`src/rtl/thermal_charge_current_policy_unit_macros.svh`:
```
// Assertion helpers for the thermal charge current policy unit.
// Each helper checks on the rising edge of clk and is off while rstn is low.
`ifndef THERMAL_CHARGE_CURRENT_POLICY_UNIT_MACROS_SVH
`define THERMAL_CHARGE_CURRENT_POLICY_UNIT_MACROS_SVH

`ifndef SYNTHESIS

// Same-cycle implication: cons must hold whenever ante holds.
`define TCCP_ASSERT_IMP(label, clk, rstn, ante, cons, msg) \
    label: assert property (@(posedge clk) disable iff (!(rstn)) (ante) |-> (cons)) \
        else $error(msg);

// Next-cycle implication: cons must hold in the cycle after ante.
`define TCCP_ASSERT_NXT(label, clk, rstn, ante, cons, msg) \
    label: assert property (@(posedge clk) disable iff (!(rstn)) (ante) |=> (cons)) \
        else $error(msg);

`else

`define TCCP_ASSERT_IMP(label, clk, rstn, ante, cons, msg)
`define TCCP_ASSERT_NXT(label, clk, rstn, ante, cons, msg)

`endif

`endif

```
`src/rtl/tccp_pkg.sv`:
```
`default_nettype none

package tccp_pkg;

    // Field widths
    localparam int TempW     = 8;
    localparam int CurrentW  = 13;
    localparam int IntervalW = 8;
    localparam int DeltaW    = 4;
    localparam int CfgIdxW   = 3;
    localparam int CfgDataW  = 13;

    // Register reset values
    localparam logic [IntervalW-1:0] SampleIntervalRst  = 8'd5;
    localparam logic [DeltaW-1:0]    HysteresisDeltaRst = 4'd3;
    localparam logic [TempW-1:0]     BoundColdRst       = 8'hE2;  // -30 C
    localparam logic [TempW-1:0]     BoundCoolRst       = 8'd0;
    localparam logic [TempW-1:0]     BoundWarmRst       = 8'd45;
    localparam logic [TempW-1:0]     BoundHotRst        = 8'd60;
    localparam logic [CurrentW-1:0]  ReducedCurrentRst  = 13'd400;
    localparam logic [CurrentW-1:0]  FullCurrentRst     = 13'd1500;

    // Chip temperature wins when the sensors disagree by more than this
    localparam logic [TempW:0] TempDisagree = 9'd10;

    // Tick divider saturation value
    localparam logic [IntervalW-1:0] TickMax = {IntervalW{1'b1}};

    // Register indexes on the configuration port
    typedef enum logic [CfgIdxW-1:0] {
        CFG_SAMPLE_INTERVAL  = 3'd0,
        CFG_HYSTERESIS_DELTA = 3'd1,
        CFG_BOUND_COLD       = 3'd2,
        CFG_BOUND_COOL       = 3'd3,
        CFG_BOUND_WARM       = 3'd4,
        CFG_BOUND_HOT        = 3'd5,
        CFG_REDUCED_CURRENT  = 3'd6,
        CFG_FULL_CURRENT     = 3'd7
    } tccp_cfg_idx_t;

    // Live configuration; bounds are two's complement degrees C
    typedef struct packed {
        logic [IntervalW-1:0] sample_interval;
        logic [DeltaW-1:0]    hysteresis_delta;
        logic [TempW-1:0]     bound_cold;
        logic [TempW-1:0]     bound_cool;
        logic [TempW-1:0]     bound_warm;
        logic [TempW-1:0]     bound_hot;
        logic [CurrentW-1:0]  reduced_current_ma;
        logic [CurrentW-1:0]  full_current_ma;
    } tccp_cfg_t;

    // Outcome of one temperature decision
    typedef struct packed {
        logic                write_current;
        logic [CurrentW-1:0] target_current_ma;
        logic                write_enable;
        logic                enable_value;
    } tccp_decision_t;

endpackage

`default_nettype wire

```
`src/rtl/tccp_cfg_regs.sv`:
```
`default_nettype none

module tccp_cfg_regs (
    input  wire logic                          aclk,
    input  wire logic                          aresetn,
    input  wire logic                          cfg_wr_en,
    input  wire logic [tccp_pkg::CfgIdxW-1:0]  cfg_index,
    input  wire logic [tccp_pkg::CfgDataW-1:0] cfg_wdata,
    output tccp_pkg::tccp_cfg_t                cfg
);
    import tccp_pkg::*;

    tccp_cfg_t cfg_reg;
    tccp_cfg_t cfg_next;

    // Decode the write into the addressed register
    always_comb begin
        cfg_next = cfg_reg;
        if (cfg_wr_en) begin
            case (tccp_cfg_idx_t'(cfg_index))
                CFG_SAMPLE_INTERVAL:  cfg_next.sample_interval    = cfg_wdata[IntervalW-1:0];
                CFG_HYSTERESIS_DELTA: cfg_next.hysteresis_delta   = cfg_wdata[DeltaW-1:0];
                CFG_BOUND_COLD:       cfg_next.bound_cold         = cfg_wdata[TempW-1:0];
                CFG_BOUND_COOL:       cfg_next.bound_cool         = cfg_wdata[TempW-1:0];
                CFG_BOUND_WARM:       cfg_next.bound_warm         = cfg_wdata[TempW-1:0];
                CFG_BOUND_HOT:        cfg_next.bound_hot          = cfg_wdata[TempW-1:0];
                CFG_REDUCED_CURRENT:  cfg_next.reduced_current_ma = cfg_wdata[CurrentW-1:0];
                CFG_FULL_CURRENT:     cfg_next.full_current_ma    = cfg_wdata[CurrentW-1:0];
                default:              cfg_next = cfg_reg;
            endcase
        end
    end

    // Hold registers, load defaults at reset
    always_ff @(posedge aclk) begin
        if (!aresetn) begin
            cfg_reg.sample_interval    <= SampleIntervalRst;
            cfg_reg.hysteresis_delta   <= HysteresisDeltaRst;
            cfg_reg.bound_cold         <= BoundColdRst;
            cfg_reg.bound_cool         <= BoundCoolRst;
            cfg_reg.bound_warm         <= BoundWarmRst;
            cfg_reg.bound_hot          <= BoundHotRst;
            cfg_reg.reduced_current_ma <= ReducedCurrentRst;
            cfg_reg.full_current_ma    <= FullCurrentRst;
        end else begin
            cfg_reg <= cfg_next;
        end
    end

    assign cfg = cfg_reg;

endmodule

`default_nettype wire

```
`src/rtl/tccp_decide.sv`:
```
`default_nettype none

module tccp_decide (
    input  tccp_pkg::tccp_cfg_t                      cfg,
    input  wire logic signed [tccp_pkg::TempW-1:0]   battery_temp_c,
    input  wire logic signed [tccp_pkg::TempW-1:0]   chip_temp_c,
    input  wire logic        [tccp_pkg::CurrentW-1:0] current_setting_ma,
    input  wire logic                                charge_enabled,
    input  wire logic                                first_sample,
    output tccp_pkg::tccp_decision_t                 decision
);
    import tccp_pkg::*;

    logic signed [TempW-1:0] b_cold;
    logic signed [TempW-1:0] b_cool;
    logic signed [TempW-1:0] b_warm;
    logic signed [TempW-1:0] b_hot;
    logic signed [TempW-1:0] temp;
    logic [TempW:0]          sensor_gap;
    logic [CurrentW-1:0]     zone_i;
    logic [CurrentW-1:0]     left_i;
    logic [CurrentW-1:0]     right_i;
    logic signed [TempW-1:0] left_b;
    logic signed [TempW-1:0] right_b;
    logic                    has_left;
    logic                    has_right;
    logic                    keep_left;
    logic                    keep_right;
    logic [CurrentW-1:0]     target;

    // Magnitude of a difference of two signed temperatures
    function automatic logic [TempW:0] abs_diff(input logic signed [TempW-1:0] a,
                                                input logic signed [TempW-1:0] b);
        logic signed [TempW:0] d;
        begin
            d = {a[TempW-1], a} - {b[TempW-1], b};
            abs_diff = d[TempW] ? (~d + {{TempW{1'b0}}, 1'b1}) : d;
        end
    endfunction

    assign b_cold = cfg.bound_cold;
    assign b_cool = cfg.bound_cool;
    assign b_warm = cfg.bound_warm;
    assign b_hot  = cfg.bound_hot;

    // Pick the chip sensor when the two readings disagree
    assign sensor_gap = abs_diff(chip_temp_c, battery_temp_c);
    assign temp       = (sensor_gap > TempDisagree) ? chip_temp_c : battery_temp_c;

    // Map temperature to a zone and its neighbors, first matching test wins
    always_comb begin
        has_left  = 1'b1;
        has_right = 1'b1;
        left_i    = '0;
        right_i   = '0;
        left_b    = b_cold;
        right_b   = b_cold;
        if (temp <= b_cold) begin
            zone_i    = '0;
            has_left  = 1'b0;
            right_i   = cfg.reduced_current_ma;
            right_b   = b_cold;
        end else if (temp <= b_cool) begin
            zone_i    = cfg.reduced_current_ma;
            left_i    = '0;
            left_b    = b_cold;
            right_i   = cfg.full_current_ma;
            right_b   = b_cool;
        end else if (temp < b_warm) begin
            zone_i    = cfg.full_current_ma;
            left_i    = cfg.reduced_current_ma;
            left_b    = b_cool;
            right_i   = cfg.reduced_current_ma;
            right_b   = b_warm;
        end else if (temp < b_hot) begin
            zone_i    = cfg.reduced_current_ma;
            left_i    = cfg.full_current_ma;
            left_b    = b_warm;
            right_i   = '0;
            right_b   = b_hot;
        end else begin
            zone_i    = '0;
            left_i    = cfg.reduced_current_ma;
            left_b    = b_hot;
            has_right = 1'b0;
        end
    end

    // Keep a neighbor's current near the shared bound; hotter side wins
    assign keep_left  = has_left && (current_setting_ma == left_i) &&
                        (abs_diff(temp, left_b) <= {{(TempW+1-DeltaW){1'b0}},
                                                    cfg.hysteresis_delta});
    assign keep_right = has_right && (current_setting_ma == right_i) &&
                        (abs_diff(temp, right_b) <= {{(TempW+1-DeltaW){1'b0}},
                                                     cfg.hysteresis_delta});

    always_comb begin
        target = zone_i;
        if (!first_sample) begin
            if (keep_left) begin
                target = left_i;
            end
            if (keep_right) begin
                target = right_i;
            end
        end
    end

    // Request current and enable writes
    always_comb begin
        decision.target_current_ma = target;
        decision.write_current     = (current_setting_ma != target);
        decision.write_enable      = 1'b0;
        decision.enable_value      = 1'b0;
        if ((target == '0) && charge_enabled) begin
            decision.write_enable = 1'b1;
        end else if ((target != '0) && !charge_enabled) begin
            decision.write_enable = 1'b1;
            decision.enable_value = 1'b1;
        end
    end

endmodule

`default_nettype wire

```
`src/rtl/thermal_charge_current_policy_unit.sv`:
```
// Thermal charge current policy unit.
//
// Input channel (s_*): one request per charger tick with power presence, an
// init flag, battery and chip temperatures and the charger's current and
// enable readback. Output channel (m_*): exactly one result per request,
// telling whether a temperature decision was taken and which current and
// enable writes the charger needs. Both channels use valid/ready.
// Configuration (cfg_*): eight registers written by index, one per cycle, by
// the user only while no request is in flight; the block does not enforce it.
//
// Pipeline: a request accepted into the input register passes through the zone
// and hysteresis compare logic into the result register, which drives m_*.
// Throughput is one request per cycle while the receiver does not stall; the
// compare path between the two registers sets the rate.
//
// Reset loads the register defaults, clears the tick divider and arms the
// first-sample flag. When the receiver stalls, the result register holds and
// the input register still takes one more request; after that s_ready drops
// until the result is taken.

`default_nettype none

module thermal_charge_current_policy_unit (
    input  wire logic                                 aclk,
    input  wire logic                                 aresetn,
    input  wire logic                                 cfg_wr_en,
    input  wire logic        [tccp_pkg::CfgIdxW-1:0]  cfg_index,
    input  wire logic        [tccp_pkg::CfgDataW-1:0] cfg_wdata,
    input  wire logic                                 s_valid,
    output logic                                      s_ready,
    input  wire logic                                 s_power_ok,
    input  wire logic                                 s_reinit,
    input  wire logic signed [tccp_pkg::TempW-1:0]    s_battery_temp_c,
    input  wire logic signed [tccp_pkg::TempW-1:0]    s_chip_temp_c,
    input  wire logic        [tccp_pkg::CurrentW-1:0] s_current_setting_ma,
    input  wire logic                                 s_charge_enabled,
    output logic                                      m_valid,
    input  wire logic                                 m_ready,
    output logic                                      m_sampled,
    output logic                                      m_write_current,
    output logic             [tccp_pkg::CurrentW-1:0] m_target_current_ma,
    output logic                                      m_write_enable,
    output logic                                      m_enable_value
);
    import tccp_pkg::*;

`include "thermal_charge_current_policy_unit_macros.svh"

    tccp_cfg_t      cfg;
    tccp_decision_t decision;

    // Input register
    logic                       in_valid_reg;
    logic                       power_ok_reg;
    logic                       reinit_reg;
    logic signed [TempW-1:0]    battery_temp_reg;
    logic signed [TempW-1:0]    chip_temp_reg;
    logic        [CurrentW-1:0] setting_reg;
    logic                       enabled_reg;

    // Policy state
    logic [IntervalW-1:0] tick_count_reg;
    logic [IntervalW-1:0] tick_count_next;
    logic                 first_sample_reg;
    logic                 first_sample_next;

    // Result register
    logic                out_valid_reg;
    logic                sampled_reg;
    tccp_decision_t      result_reg;
    logic                sampled_next;
    tccp_decision_t      result_next;

    logic                 advance;
    logic                 take;
    logic [IntervalW-1:0] tick_inc;
    logic                 first_eff;

    tccp_cfg_regs u_cfg_regs (
        .aclk      (aclk),
        .aresetn   (aresetn),
        .cfg_wr_en (cfg_wr_en),
        .cfg_index (cfg_index),
        .cfg_wdata (cfg_wdata),
        .cfg       (cfg)
    );

    tccp_decide u_decide (
        .cfg                (cfg),
        .battery_temp_c     (battery_temp_reg),
        .chip_temp_c        (chip_temp_reg),
        .current_setting_ma (setting_reg),
        .charge_enabled     (enabled_reg),
        .first_sample       (first_eff),
        .decision           (decision)
    );

    // Move the stage when the result register is free or being drained
    assign advance = !out_valid_reg || m_ready;
    assign take    = in_valid_reg && advance;
    assign s_ready = !in_valid_reg || advance;

    // Tick divider and first-sample flag
    assign tick_inc = (tick_count_reg < TickMax) ? (tick_count_reg + IntervalW'(1))
                                                 : tick_count_reg;

    always_comb begin
        tick_count_next   = tick_count_reg;
        first_sample_next = first_sample_reg;
        sampled_next      = 1'b0;
        first_eff         = first_sample_reg;
        if (!power_ok_reg) begin
            tick_count_next   = '0;
            first_sample_next = 1'b1;
        end else if (reinit_reg) begin
            tick_count_next   = '0;
            first_eff         = 1'b1;
            first_sample_next = 1'b0;
            sampled_next      = 1'b1;
        end else if (tick_inc < cfg.sample_interval) begin
            tick_count_next   = tick_inc;
        end else begin
            tick_count_next   = '0;
            first_sample_next = 1'b0;
            sampled_next      = 1'b1;
        end
    end

    // Zero every field when no decision is taken
    always_comb begin
        result_next = '0;
        if (sampled_next) begin
            result_next = decision;
        end
    end

    // Hold control state
    always_ff @(posedge aclk) begin
        if (!aresetn) begin
            in_valid_reg     <= 1'b0;
            out_valid_reg    <= 1'b0;
            tick_count_reg   <= '0;
            first_sample_reg <= 1'b1;
        end else begin
            if (s_ready) begin
                in_valid_reg <= s_valid;
            end
            if (advance) begin
                out_valid_reg <= in_valid_reg;
            end
            if (take) begin
                tick_count_reg   <= tick_count_next;
                first_sample_reg <= first_sample_next;
            end
        end
    end

    // Load payload registers
    always_ff @(posedge aclk) begin
        if (s_valid && s_ready) begin
            power_ok_reg     <= s_power_ok;
            reinit_reg       <= s_reinit;
            battery_temp_reg <= s_battery_temp_c;
            chip_temp_reg    <= s_chip_temp_c;
            setting_reg      <= s_current_setting_ma;
            enabled_reg      <= s_charge_enabled;
        end
        if (take) begin
            sampled_reg <= sampled_next;
            result_reg  <= result_next;
        end
    end

    assign m_valid             = out_valid_reg;
    assign m_sampled           = sampled_reg;
    assign m_write_current     = result_reg.write_current;
    assign m_target_current_ma = result_reg.target_current_ma;
    assign m_write_enable      = result_reg.write_enable;
    assign m_enable_value      = result_reg.enable_value;

    `TCCP_ASSERT_IMP(a_idle_result_clear, aclk, aresetn,
        out_valid_reg && !sampled_reg,
        !result_reg.write_current && !result_reg.write_enable && (result_reg.target_current_ma == '0),
        "result without a decision carries a request")

    `TCCP_ASSERT_IMP(a_enable_value_gated, aclk, aresetn,
        out_valid_reg && !result_reg.write_enable,
        !result_reg.enable_value,
        "enable value set without an enable write")

    `TCCP_ASSERT_IMP(a_stall_only_when_full, aclk, aresetn,
        !s_ready,
        in_valid_reg && out_valid_reg && !m_ready,
        "input stalled while the pipeline can move")

    `TCCP_ASSERT_NXT(a_no_power_rearms, aclk, aresetn,
        take && !power_ok_reg,
        first_sample_reg && (tick_count_reg == '0),
        "missing power did not re-arm the first sample")

    `TCCP_ASSERT_NXT(a_decision_clears_first, aclk, aresetn,
        take && sampled_next,
        !first_sample_reg && (tick_count_reg == '0) && out_valid_reg && sampled_reg,
        "decision did not clear the first sample flag")

endmodule

`default_nettype wire

```
`config.mk`:
```
export PLATFORM = sky130hd
export DESIGN_NAME = thermal_charge_current_policy_unit
export DESIGN_NICKNAME = d
export VERILOG_FILES = /design/src/rtl/tccp_pkg.sv /design/src/rtl/tccp_cfg_regs.sv /design/src/rtl/tccp_decide.sv /design/src/rtl/thermal_charge_current_policy_unit.sv
export VERILOG_INCLUDE_DIRS = /design/src /design/src/rtl
export SDC_FILE = /design/constraint.sdc
export NUM_CORES = 1
export LEC_CHECK = 0
export BUFFER_PORTS_ARGS = -buffer_cell sky130_fd_sc_hd__buf_2
export CAP_MARGIN = 15
export CORE_MARGIN = 8
export CORE_UTILIZATION = 30
export DETAILED_ROUTE_END_ITERATION = 10
export GPL_TIMING_DRIVEN = 0
export PLACE_DENSITY_LB_ADDON = 0.3
export SYNTH_ARGS = -nofsm -noshare
export SYNTH_HDL_FRONTEND = slang
export SYNTH_SLANG_ARGS = --single-unit
```
`constraint.sdc`:
```
create_clock -name aclk -period 10.9 [get_ports aclk]
set_input_delay 3.27 -clock aclk [delete_from_list [all_inputs] [get_ports aclk]]
set_output_delay 3.27 -clock aclk [all_outputs]
set_load 0.03 [all_outputs]
```
# == Word-level counts from Yosys, hierarchy flattened ==
# Index checks and enable logic that the tools add are counted.
# totals
ff_bits,130
latch_bits,0
ramBits,0
rom_bits,0
out_inout_bits,19
memories,0
# op_classes
n_addsub,7
mul,0
n_div,0
order_cmp,9
n_eq_ne,11
shifts,0
mux,45
bitwise,4
reduce_logical,26
# op_table
operator,n
two-way mux 13 bit,14
two-way mux 8 bit,13
"adder 9 x 1 -> 9 bit, second input constant",3
two-way mux 9 bit,3
inverter 9 bit,3
subtractor 8 x 8 -> 9 bit,3
equality test 13 bit,2
less-than comparator 8 bit,3
less-or-equal comparator 9 x 4 -> 1 bit,2
AND reduction 2 bit,9
less-or-equal comparator 8 bit,2
two-way mux 1 bit,14
logical NOT 13 bit,1
!= test 13 bit,1
nonzero test 13 bit,1
"equality test 3 bit, second input constant",4
"> comparator 9 x 4 -> 1 bit, second input constant",1
"adder 8 x 1 -> 8 bit, second input constant",1
logical AND 1 bit,8
"less-than comparator 8 bit, second input constant",1
"equality test 3 x 2 -> 1 bit, second input constant",2
"equality test 3 x 1 -> 1 bit, second input constant",1
logical NOT 1 bit,3
logical NOT 3 bit,1
other kinds (5),6

# == Logic depth before layout (Yosys ltp) ==
# Gate-level depths: netlist (run 1).
# logic_depth
word_depth,24
depth_mapped,57
depth_no_buf,54

# == Cells and area by module ==
# From an unflattened synthesis (run 1), not the netlist that was laid out.
# hier_totals
cells_unflattened,1304
hier_area_um2,10784.1
# by_module_without_submodules
mod,n_inst,cells_per_inst,area_per_inst_um2
tccp_decide,1,857,5560.3
tccp_cfg_regs,1,263,2737.6
thermal_charge_current_policy_unit,1,184,2486.1

# == Worst setup path after synthesis (run 1) ==
# OpenSTA, ideal clock, no wires.
# synth_timing
path_kind,register to register
startpoint,reg chip_temp_reg[0]
endpoint,reg result_reg (netlist bit m_write_enable) (data pin)
setup_ns,0.265
arrival_ns,11.643
path_slack_ns,-1.008
path_stages_with_launch,54
path_buffers,2
period_less_slack_ns,11.908
cell_sequence,edfxtp_1 inv_1 ha_1 inv_1 fa_1 a211o_1 and4_4 a211oi_4 mux2i_1 a211oi_2 a311oi_2 buf_6 mux2_2 ha_1 a21o_1 a21o_1 a2111oi_0 o21ai_0 [18 not listed] o21ai_0 nand2b_1 a21oi_1 o32ai_1 a311oi_1 nand4_1 or4_1 a221o_1 nand4b_4 and4_1 buf_4 nor4bb_1 nor3_2 nand3_1 or4b_1 or4b_1 ha_1 nor2_1
# synth_between
elab_chain_len,24
word_cells_on_any_way,59
# synth_rtl
element,line,source
from (decl),thermal_charge_current_policy_unit.sv:57,logic signed [TempW-1:0] chip_temp_reg;
from (signal assigned),thermal_charge_current_policy_unit.sv:164,chip_temp_reg <= s_chip_temp_c;
subtractor 8 x 8 -> 9 bit,tccp_decide.sv:36,"d = {a[TempW-1], a} - {b[TempW-1], b};"
inverter 9 bit,tccp_decide.sv:37,"abs_diff = d[TempW] ? (~d + {{TempW{1'b0}}, 1'b1}) : d;"
adder 9 x 1 -> 9 bit,tccp_decide.sv:37,
two-way mux 9 bit,tccp_decide.sv:37,
> comparator 9 x 4 -> 1 bit,tccp_decide.sv:48,assign temp = (sensor_gap > TempDisagree) ? chip_temp_c : battery_temp_c;
two-way mux 8 bit *,tccp_decide.sv:48,
less-than comparator 8 bit,tccp_decide.sv:75,end else if (temp < b_hot) begin
two-way mux 8 bit,tccp_decide.sv:75,
[8 not listed],--,
logical AND 1 bit,tccp_decide.sv:90,assign keep_left = has_left && (current_setting_ma == left_i) &&
two-way mux 13 bit,tccp_decide.sv:100,if (keep_left) begin
two-way mux 13 bit,tccp_decide.sv:103,if (keep_right) begin
two-way mux 13 bit *,tccp_decide.sv:99,if (!first_sample) begin
nonzero test 13 bit,tccp_decide.sv:117,end else if ((target != '0) && !charge_enabled) begin
logical AND 1 bit,tccp_decide.sv:117,
two-way mux 2 bit,tccp_decide.sv:117,
two-way mux 1 bit *,tccp_decide.sv:115,if ((target == '0) && charge_enabled) begin
to (signal assigned),thermal_charge_current_policy_unit.sv:170,result_reg <= result_next;
to (decl),thermal_charge_current_policy_unit.sv:70,tccp_decision_t result_reg;
# Mark *: on every way between the ends. The rest lies on a longest branch, timed or not.
# A chain may end at the register's enable or synchronous reset.

# == Final worst setup path (run 1) ==
# Same ends and word-level chain as after synthesis.

==> results list, run 1 <==
- Commonest non-fill, non-tap cell in the layout: sky130_fd_sc_hd__nand2_1
- Share of the clock period used by the worst path after layout: 105%
- Compared with the post-synthesis result, the final layout area differs by 25.5%.
* CTS Sinks: 130
* CTS tree: yes
- Starting utilization of the core area: a little under a third
- Clock-pin slew was measured on the worst setup and hold paths at 60 ps.
- Synthesis produced 1,211 cells.
* Buffer levels on the longest clock path: 2
* Number of synthesized flops with an enable pin: 49
- Antenna diode count: 0
* Routed len/inst: 19.7 um
- Final worst clock skew: 12.2 ps
- Using the TritonRoute via totals, the vias-per-cell ratio works out to 5.39.
- After detailed routing, the number of remaining DRC violations is 0.
- The register with the most flip-flops in the layout has 70 of them.
* Post-route setup slack: -566 ps
- In this run, CTS created clock tree buffers numbering 17.
- For this run, the leading register cell type out of synthesis is sky130_fd_sc_hd__dfxtp_1.
- Maxcap violations: 0
- Worst slew pin tran: a little over 900 ps
- Post-Syn Nets: around 1,300
- The top cell types in the final layout, fill and taps aside, are 169 x sky130_fd_sc_hd__nand2_1, 91 x sky130_fd_sc_hd__inv_1, 81 x sky130_fd_sc_hd__dfxtp_1.
- The H-tree was split into 4 levels.
- Summing the sequential cell areas from Yosys gives 30.9% of the chip area.
- The routed design could run at a clock period as short as 11,470 ps.
* Post-synthesis instance area: 10,000 um2
* Synth unique cells: 88
- Post-DP HPWL: approximately 27 mm
- Via total after detailed routing: 9,797
- Cell depth of the worst flop-to-flop path: between 50 and 60
- Row cnt: between 60 and 70
- The worst setup path is launched from a flip-flop.
- The slowest stage of the critical path belongs to the cell sky130_fd_sc_hd__or4b_4.
- From bottom edge to top edge, the die measures 199 um.
* Core footprint: 33,200 um2
- The count of buffers added on input and output ports is 64.
* Average footprint of a synthesized cell: 8.26 um2
- Status: complete, but fails checks
* Max VDD drop: 0.114 mV
* Path category of the worst min-delay check: flip-flop to flip-flop
- Leakage dissipation: 4.90 nW
- For this run, asynchronously set or reset flops after synthesis account for 0%.
* Violated checks: setup timing
- The final layout contains 1,488 nets.
- Number of antenna violations at the first check in global routing: 0
* Max-slew violations: 0
* Latest clock arrival within the worst-skew pair: 440 ps
* Worst hold slack across all endpoints: 464 ps
- Arr. time, crit path: around 12,000 ps
- The first routing iteration left 992 violations.
* Share of post-route cells with drive strength above 1: 21.5%
- Worst Path Max Fanout: 5
- Before CTS, the worst setup slack after placement is -1680 ps.
- CP endpoint kind: flip-flop
- Detailed-route wire length: 35.8 mm
- For this run, the slowest stage of the critical path takes between 500 and 600 ps.
- The number of failing hold endpoints at the final stage was 0.
* Cell area power density: 161 nW/um2
- DRT antenna net count: 0
- Entering global routing, the biggest net connects 26 pins.
- The number of global-route vias before repair came to 9,446.
- Required arrival time at the worst endpoint: 11,080 ps
* Die area: 39,400 um2
- Total power for the finished layout comes to 2.02 mW.
- Achievable clock frequency: 87.2 MHz
* Endpoints failing setup: 2
- Horiz. Die Dim: about 200 um
* Setup repair after global routing missed its margin: yes
- DRT Pass-1 Iters: 6
* Min-Delay Path Depth: 2
- Worst rel slew slack: between 30% and 40%
* Tot GR Track Use: 17.8%
- YS warnings: 0
* Num ports: 72
* Cell at the root of the clock tree: sky130_fd_sc_hd__clkbuf_16
* FF+latch count, synth: 130
* Final weighted congestion in routability-driven placement: 1.01
* Kind of critical path: flip-flop to flip-flop
* Remaining global-route overflow: 0
- The first global-routing pass estimated 53.5 mm of wire.
what timing repair did:
item,4_1_cts,5_1_grt
hold buffers,0,0
resized for setup,43,58
pin swaps,39,41
buffers inserted,37,24
setup endpoints to repair,16,16
gates cloned,1,0
routing by layer:
metal  vias to the layer above  routed length (um)  track usage [%]
met2                       348               16400             28.7
met5                         -                   0                0
met4                         0                1860             9.58
li1                       4731                   -                -
met1                      4617               15300             21.7
met3                       101                2180             4.13
stage by stage:
stage               std cells  util [%]  cell area (um2)  setup TNS [ps]
CTS                      1794      36.6            12200           -1840
global placement         1723      33.3            11000           -9180
floorplan                1211         -            10200           -21.6
global route             1817      37.8            12600           -2210
detailed placement       1724      33.3            11100           -8530
finish                   1817      37.8            12600           -1130
path summary, 6_finish.rpt:
kind | from | endpoint | slack (ps)
min | u_cfg_regs.cfg[63]$_SDFFE_PN0P_ | u_cfg_regs.cfg[63]$_SDFFE_PN0P_ | 460
max reg2reg | chip_temp_reg[0]$_DFFE_PP_ | m_write_enable$_SDFFCE_PN0P_ | -570
min reg2reg | u_cfg_regs.cfg[63]$_SDFFE_PN0P_ | u_cfg_regs.cfg[63]$_SDFFE_PN0P_ | 460
max | chip_temp_reg[0]$_DFFE_PP_ | m_write_enable$_SDFFCE_PN0P_ | -570
power by group:
part | switching [mW] | total, mW | internal, mW
combinational | 0.493 | 0.871 | 0.378
sequential | 0.0188 | 0.542 | 0.524
clock | 0.244 | 0.609 | 0.365
critical path, delay by kind of cell, from the launching register on:
family / cells / cell delay [ps]
adder cells (fa/ha/maj): 7 / 1900
buffers and inverters: 7 / 860
AND/OR/NAND/NOR: 14 / 3210
XOR/XNOR: 1 / 130
multiplexers: 1 / 370
AO/OA/AOI/OAI: 22 / 4260
flip-flops: 1 / 430
cell type report:
cell class	count	area (um2)
Buffer	54	330
Clock inverter	13	173
Timing Repair Buffer	127	821
Sequential cell	130	3090
Multi-Input combinational cell	930	6780
Clock buffer	19	433
Inverter	96	360
Fill cell	3441	20600
Tap cell	448	561
cells in the mapped netlist, drive strengths merged (14+ instances only):
| cell | n | share of area (%) |
|---|---|---|
| nand2 | 172 | 6.5 |
| inv | 95 | 3.6 |
| dfxtp | 81 | 16 |
| nor2 | 81 | 3.0 |
| ha | 76 | 9.5 |
| a21oi | 65 | 3.3 |
| o21ai | 52 | 2.6 |
| a21boi | 49 | 3.7 |
| edfxtp | 49 | 15 |
| clkbuf | 35 | 1.3 |
| nor2b | 30 | 1.9 |
| nand3 | 28 | 1.4 |
| o211ai | 25 | 1.9 |
| xnor2 | 24 | 2.1 |
| o22ai | 23 | 1.4 |
| a211oi | 21 | 2.0 |
| buf | 20 | 1.4 |
| nand4 | 20 | 1.3 |
| nand2b | 19 | 1.2 |
| and3 | 16 | 1.0 |
| nor3 | 16 | 0.85 |
| a31oi | 14 | 0.88 |
logic make-up after synthesis:
kind of cell | synth area share (%)
AO/OA/AOI/OAI | 25.0
XOR/XNOR | 2.54
adder cells (fa/ha/maj) | 10.1
buffers and inverters | 6.35
flip-flops | 30.9
multiplexers | 2.16
AND/OR/NAND/NOR | 22.9
(Power assumes the default switching activity.)
==> run 2, diff against run 1 <==
--- a/config.mk
+++ b/config.mk
@@ -6,6 +6,7 @@
 export SDC_FILE = /design/constraint.sdc
 export NUM_CORES = 1
 export LEC_CHECK = 0
+export ABC_AREA = 1
 export BUFFER_PORTS_ARGS = -buffer_cell sky130_fd_sc_hd__buf_2
 export CAP_MARGIN = 15
 export CORE_MARGIN = 8
==> run 2 against run 1 <==
  * Power grew 8.5%
  * Routed wire length is 7.7% lower
  * Clock-buffer cell count is 2 higher
  * First-iteration DRC count fell by 19%
  * Combinational power is 19% higher
  * Highest routed layer unchanged
  * Synthesized area increased by 0.56%
  * Worst hold slack hardly changed
  * The run now ends clean
==> results list, run 2 <==
- The top cell types in the final layout, fill and taps aside, are 421 x sky130_fd_sc_hd__nand2_1, 192 x sky130_fd_sc_hd__inv_1, 114 x sky130_fd_sc_hd__a21oi_1.
- Total number of H-tree levels: 4
- The worst setup path is captured at a flip-flop.
- # nets final: 1,734
- CTS saw 130 sinks.
- Synthesis produced 1,483 cells.
* Achievable clock frequency: between 90 and 100 MHz
- Setup slack on the critical path of the routed design comes to 884 ps.
* Worst Path Max Fanout: 10
* Arr. time, crit path: 10,200 ps
- Yosys printed 0 warnings.
- Final Total Pwr: 2.20 mW
- Fraction of synthesized cell area taken by the top area cell type: approximately 16%
- Kind of critical path: flip-flop to flip-flop
- DRT Pass-1 Iters: 7
- After filler insertion, the fill cell instance count of the layout stands at 3,559.
- Area growth, synth to finish: 21.0%
- After layout, the minimum clock period comes to 10,020 ps.
- The flow ran to the end, and the final reports show no timing, DRC or antenna violations.
* Horiz. Die Dim: between 150 and 200 um
* Share of post-route cells with drive strength above 1: 15.5%
- Before CTS, the worst setup slack after placement is -2260 ps.
- Measured in cells, the most critical reg-to-reg path has a length of 66.
* Chip height: 199 um
- Commonest non-fill, non-tap cell in the layout: sky130_fd_sc_hd__nand2_1
- Summing all flip-flop and latch instances after layout gives 3090 um2.
- Core footprint: 33,300 um2
- The path with the worst hold slack has its endpoint at u_cfg_regs.cfg[69]$_SDFFE_PN0P_.
* Sequential share of the synthesized area: 30.7%
* Routed via count divided by cell count: 4.99
- 0 antenna diodes ended up in the layout.
* Number of antenna violations at the first check in global routing: 0
- Starting utilization of the core area: 30.2%
- In the final layout, the multi-input gates occupy 6200 um2.
- Row cnt: 67
- Core utilization of the finished layout: 36.6%
- Worst slew pin tran: 888 ps
- After clock tree synthesis, the clock-pin slew on the worst setup and hold paths is 70 ps.
- Wires add up to 33.0 mm.
* Post-DP HPWL: 25.9 mm
- After synthesis, the cell types taking the most area are sky130_fd_sc_hd__dfxtp_1 16%, sky130_fd_sc_hd__nand2_1 16%, sky130_fd_sc_hd__edfxtp_1 15%, sky130_fd_sc_hd__ha_1 9.5%, sky130_fd_sc_hd__inv_1 7.3%.
- For this design, the slowest cell found on the critical path is sky130_fd_sc_hd__fa_2.
- After synthesis the netlist holds a flip-flop and latch count of 130.
- TritonCTS built the clock tree.
- Clock tree synthesis selected as its root buffer the cell sky130_fd_sc_hd__clkbuf_16.
- The synthesized netlist occupies a cell area of just over 10,000 um2.
- Leakage dissipation: 5.71 nW
* Worst rel slew slack: about two fifths
* Maxcap violations: 0
- Num ports: 72
- The total count of max-transition violations in the final report was 0.
- DRT antenna net count: 0
- Tot GR Track Use: between 15 and 20%
* Min-Delay Startpoint: u_cfg_regs.cfg[69]$_SDFFE_PN0P_
- At the later pin of the worst-skew pair, clock insertion delay measures 440 ps.
- Via count of the first global-routing pass: just under 10,000
* Synth unique cells: 50
- Prevailing post-synth register cell: sky130_fd_sc_hd__dfxtp_1
- Number of DRC markers in iteration 0: 804
* Path category of the worst min-delay check: flip-flop to flip-flop
- Most frequent cells after synthesis: 421 x sky130_fd_sc_hd__nand2_1, 196 x sky130_fd_sc_hd__inv_1, 118 x sky130_fd_sc_hd__a21oi_1
- Required arrival time at the worst endpoint: ~11,000 ps
- Average footprint of a synthesized cell: 6.78 um2
- The synthesized design spends more area on one cell type than any other, namely sky130_fd_sc_hd__dfxtp_1.
- After detailed routing, the number of remaining DRC violations is 0.
* Slowest cell delay on critical path: 450 ps
* Remaining global-route overflow: 0
- Final worst clock skew: between 20 and 25 ps
* Cell area power density: 180 nW/um2
- Endpoints failing setup: 0
* Port Buffer Count: 70
* Die area: 39,600 um2
- Synth async-reset ratio: 0%
* Final weighted congestion in routability-driven placement: 0.898
* Number of flip-flops in the largest register: 70
- Num CTS Buffers: 17
- Buffer levels on the longest clock path: 2
- Via total after detailed routing: slightly above 10,000
- Final Hold Violating Endpoints: 0
- Share of the clock period used by the worst path after layout: 91.9%
* Min-Delay Path Depth: 2
* Max VDD drop: about 0.095 mV
- When the netlist entered floorplanning its net count stood at 1,615.
- sky130_fd_sc_hd__nand2_1 is the most common cell in the netlist.
- The endpoint identified for the worst register-to-register timing path is m_write_enable$_SDFFCE_PN0P_.
- Across all register-to-register paths, the minimum setup slack is 880 ps.
- The synthesized design contains 49 enable-type register cells.
- Entering global routing, the biggest net connects 33 pins.
* RR Startpoint: battery_temp_reg[0]$_DFFE_PP_
* CP dominant cell by count: sky130_fd_sc_hd__nand2_1
- First-pass GRT wire length: 51.6 mm
- Dividing the detail-routed wire length by the instance count gives 16.0 um.
- CP startpoint kind: flip-flop
[run 2: cell types whose count changed in the layout (fill, tap and decap cells not counted), moves of 19 or more]
cell / delta
sky130_fd_sc_hd__nand3_1: +79
sky130_fd_sc_hd__o21ai_0: +28
sky130_fd_sc_hd__nand2b_1: -19
sky130_fd_sc_hd__nand2_1: +252
sky130_fd_sc_hd__inv_1: +101
sky130_fd_sc_hd__nor2_1: +23
sky130_fd_sc_hd__nor2b_1: -29
sky130_fd_sc_hd__a21boi_0: -48
sky130_fd_sc_hd__buf_4: -30
sky130_fd_sc_hd__a21oi_1: +57
[run 2: kinds of logic after synthesis]
| group | Yosys count | synth area share [%] |
|---|---|---|
| flops | 130 | 30.7 |
| simple gates | 696 | 29.6 |
| fa+ha+maj | 79 | 10.0 |
| mux | 1 | 0.112 |
| compound gates | 304 | 17.6 |
| xor+xnor | 23 | 2.00 |
| buf+inv | 250 | 9.89 |
[run 2: how the worst max path moves through the flow]
stage | to | start | slack, ps
2_1_floorplan | m_write_enable$_SDFFCE_PN0P_ | battery_temp_reg[0]$_DFFE_PP_ | 1200
3_3_place_gp | m_write_enable$_SDFFCE_PN0P_ | chip_temp_reg[0]$_DFFE_PP_ | -2420
3_5_place_dp | m_write_enable$_SDFFCE_PN0P_ | chip_temp_reg[0]$_DFFE_PP_ | -2260
4_1_cts | m_write_enable$_SDFFCE_PN0P_ | chip_temp_reg[0]$_DFFE_PP_ | 60
5_1_grt | m_write_enable$_SDFFCE_PN0P_ | battery_temp_reg[0]$_DFFE_PP_ | -20
6_report | m_write_enable$_SDFFCE_PN0P_ | battery_temp_reg[0]$_DFFE_PP_ | 880
[run 2: what timing repair did]
| item | CTS | global route |
|---|---|---|
| setup endpoints to repair | 16 | 14 |
| hold buffers | 0 | 0 |
| gates resized for setup | 41 | 81 |
| buffers inserted | 2 | 28 |
| pin swaps | 2 | 16 |
[run 2: power breakdown]
| part | switching, mW | leakage [nW] | total, mW | internal (mW) |
|---|---|---|---|---|
| Combinational | 0.646 | 4.26 | 1.04 | 0.392 |
| Sequential | 0.0131 | 1.14 | 0.540 | 0.527 |
| Clock | 0.241 | 0.311 | 0.618 | 0.377 |
[run 2: worst max-delay path, delay by kind of cell, from the launching register on]
kind / cells / cell delay (ps)
buffers and inverters: 14 / 1570
adder cells (fa/ha/maj): 7 / 2060
AO/OA/AOI/OAI: 15 / 2500
XOR/XNOR: 2 / 290
AND/OR/NAND/NOR: 28 / 2910
flip-flops: 1 / 390
[run 2: layout make-up]
class                           count  area share, %
Multi-Input combinational cell   1103           50.9
Sequential cell                   130           25.4
Inverter                          206           6.42
Timing Repair Buffer              104           4.96
Tap cell                          448           4.61
Clock buffer                       21           4.13
Buffer                             40           2.57
Clock inverter                     11          0.977
[run 2: metal layers]
metal,track usage [%],wire length [um],vias to the layer above
met5,0,0,-
li1,-,-,5166
met1,22.6,15300,4766
met4,5.30,750,0
met2,26.5,15000,307
met3,2.90,2060,46
[run 2: through the flow]
stage	TNS [ps]	std cells	area [um2]	hold slack [ps]
final	0	2063	12200	464
after global routing	-17.1	2063	12200	483
after CTS	0	2037	11700	470
after detailed placement	-24060	2005	11000	462
after global placement	-26370	2001	11000	460
after floorplan	0	1483	10100	435
==> run 3, diff against run 2 <==
--- a/config.mk
+++ b/config.mk
@@ -9,10 +9,10 @@
 export ABC_AREA = 1
 export BUFFER_PORTS_ARGS = -buffer_cell sky130_fd_sc_hd__buf_2
 export CAP_MARGIN = 15
-export CORE_MARGIN = 8
+export CORE_ASPECT_RATIO = 1.25
+export CORE_MARGIN = 2
 export CORE_UTILIZATION = 30
 export DETAILED_ROUTE_END_ITERATION = 10
-export GPL_TIMING_DRIVEN = 0
 export PLACE_DENSITY_LB_ADDON = 0.3
 export SYNTH_ARGS = -nofsm -noshare
 export SYNTH_HDL_FRONTEND = slang
==> run 3 against run 2 <==
  * First-iteration DRC count down 27%
  * Sequential share of layout area grew 1.3 points
  * Routed wire length fell by 7.5%
  * Sequential power about the same
  * Critical path type unchanged
  * Largest cell class unchanged
  * Highest routed layer unchanged
==> results list, run 3 (synthesis results as in run 2) <==
- The H-tree was split into 4 levels.
- Top library cells by usage in the layout, fill and taps aside: 421 x sky130_fd_sc_hd__nand2_1, 195 x sky130_fd_sc_hd__inv_1, 118 x sky130_fd_sc_hd__a21oi_1
- Slowest cell delay on critical path: 410 ps
- GR Util met3: 2.75%
- The die covers 35,000 um2.
- Detailed-route wire length: 30.6 mm
- In this design, the critical path's most frequently occurring cell is sky130_fd_sc_hd__nand2_1.
* Latest clock arrival within the worst-skew pair: 440 ps
* CTS Sinks: 130
- Measured along the x axis, the die boundary spans ~170 um.
- For this run, global-route usage on met1 was measured as 21.8%.
- After clock tree synthesis, the flow added hold-fix buffers numbering 0.
- In this run the critical register-to-register path is captured at m_write_enable$_SDFFCE_PN0P_.
* Fin cells: 1,990
* Post-DP HPWL: around 24 mm
* Setup slack of the worst register-to-register path: roughly 1000 ps
- The area growth from synthesis to layout is 15.0%.
- Max-slew violations: 0
* Arr. time, crit path: 10,060 ps
- Along the worst path, the maximum fanout reaches 18.
- Across the run, the number of max-cap violations was 0.
- The library cell used most frequently in the layout, excluding fill and tap cells, is sky130_fd_sc_hd__nand2_1.
- First-pass GRT wire length: 49.1 mm
- Worst Hold Path EP: u_cfg_regs.cfg[65]$_SDFFE_PN0P_
- In this run the static leakage power is ~5.5 nW.
- Port Buffer Count: between 70 and 80
- Cell at the root of the clock tree: sky130_fd_sc_hd__clkbuf_16
- Clock skew on the completed layout was measured at 20.8 ps.
- After the last flow step, the layout net total stands at 1,686.
- Worst rel slew slack: about two fifths
- The number of clock buffers added by TritonCTS is 17.
- between 70 and 80 I/O pins were placed.
* Min-Delay Path Depth: 2
- Global routing finished with a remaining overflow of 0.
* Routed len/inst: about 15 um
* Share of the clock period used by the worst path after layout: 90.8%
- At the pin with the least slew margin, the transition time is 905 ps.
* CP endpoint kind: flip-flop
- Final worst path period need: 9900 ps
- TritonCTS built the clock tree.
- Kind of critical path: flip-flop to flip-flop
- CP startpoint kind: flip-flop
* Row cnt: 75
* Kind of cell with the highest combined delay on the critical path: simple AND/OR/NAND/NOR gates
- In the global route stage, met2 resource usage came out at 30.8%.
* Starting utilization of the core area: 30.2%
- # DRC: 0
- Number of DRC markers in iteration 0: 589
- Library cell contributing the largest single delay on the critical path: sky130_fd_sc_hd__fa_1
- For this run, the detailed router's first-pass iteration total came to 5.
* Cell depth of the worst flop-to-flop path: 70
- Required arrival time at the worst endpoint: 11,060 ps
* Summed negative setup slack over all endpoints: 0 ps
- Antenna diode count: 0
- Setup violations remaining at the end of the flow were counted as 0.
- For this design the ratio of total power to cell area is 177 nW/um2.
* Worst path buffer plus inverter count: 13
* Clock slew seen by the registers of the worst setup and hold paths: 70 ps
- Largest net degree at the start of global routing: between 70 and 80
* Max VDD drop: 0.101 mV
- The number of failing hold endpoints at the final stage came to 0.
- RR Startpoint: battery_temp_reg[0]$_DFFE_PP_
* Buffer levels on the longest clock path: 2
- Tot GR Track Use: 17.6%
- At the end of routability-driven placement, the weighted congestion stood at 0.906.
- The register with the most flip-flops in the layout has 70 of them.
- Path category of the worst min-delay check: flip-flop to flip-flop
- Share of post-route cells with drive strength above 1: 12.1%
* Via count of the first global-routing pass: 9,376
- In this run the remaining antenna-violating nets after routing total 0.
* Setup repair after global routing missed its margin: no
- The detailed router placed 9,851 vias in this run.
* Cell count after placement: 1,953
* Status: completed
* Core footprint: 33,300 um2
- Busiest grt layer: met2
* Min-Delay Startpoint: u_cfg_regs.cfg[65]$_SDFFE_PN0P_
* Number of antenna violations at the first check in global routing: 0
* Achievable clock frequency: 101 MHz
* Chip height: 209 um
* Routed via count divided by cell count: 4.95
run 3: cell types whose count changed in the layout (fill, tap and decap cells not counted), sizes merged:
cell | before | now
buf | 123 | 96
clkbuf | 42 | 19
clkinv | 7 | 6
inv | 205 | 208
run 3: worst max-delay path by stage:
stage                                             start                           end  depth (start not counted)
after floorplan           battery_temp_reg[0]$_DFFE_PP_  m_write_enable$_SDFFCE_PN0P_                         67
after global placement    battery_temp_reg[0]$_DFFE_PP_  m_write_enable$_SDFFCE_PN0P_                         67
after detailed placement  battery_temp_reg[0]$_DFFE_PP_  m_write_enable$_SDFFCE_PN0P_                         66
after CTS                 battery_temp_reg[0]$_DFFE_PP_  m_write_enable$_SDFFCE_PN0P_                         66
after global routing         chip_temp_reg[0]$_DFFE_PP_  m_write_enable$_SDFFCE_PN0P_                         71
final                     battery_temp_reg[0]$_DFFE_PP_  m_write_enable$_SDFFCE_PN0P_                         70
run 3: per-layer routing:
metal,part of all wire (%),vias up,wire (um)
met2,49,244,14900
met4,3.0,0,906
li1,-,5063,-
met5,0,-,0
met3,4.0,50,1230
met1,44,4494,13500
run 3: cell type report:
type                    instances  area [um2]
clock inverters                13         145
repair buffers                 96         552
well taps                     423         529
flip-flops and latches        130        3090
clock buffers                  19         443
inverters                     206         781
multi-input cells            1103        6020
fillers                      3568       21700
run 3: power breakdown:
part           leakage (nW)  internal [mW]  total, mW  switching (mW)
Combinational          4.07          0.326      0.922           0.596
Sequential             1.14          0.526      0.540          0.0134
Clock                 0.290          0.347      0.589           0.242
run 3: what timing repair did:
item / in CTS / in global routing
endpoints found under the hold margin: 0 / 0
resized for setup: 0 / 19
setup buffers: 0 / 5
endpoints found under the setup margin: 0 / 16
run 3: tightest hold or removal path, stage by stage (launching register included):
cell and delay (ps):
sky130_fd_sc_hd__dfxtp_1 300, sky130_fd_sc_hd__inv_1 70, sky130_fd_sc_hd__a21oi_1 60
run 3: per-stage QoR:
stage / hold WS (ps) / util, % / cell area [um2] / worst slack [ps] / total power, mW
4_1_cts: 475 / 34.4 / 11500 / 50.7 / 2.04
3_5_place_dp: 465 / 32.6 / 10900 / 149 / 1.44
6_report: 470 / 34.7 / 11600 / 1000 / 2.05
5_1_grt: 496 / 34.7 / 11600 / 16.7 / 2.21
3_3_place_gp: 455 / 32.6 / 10900 / 477 / 1.43
2_1_floorplan: 435 / - / 10100 / 1200 / 1.23
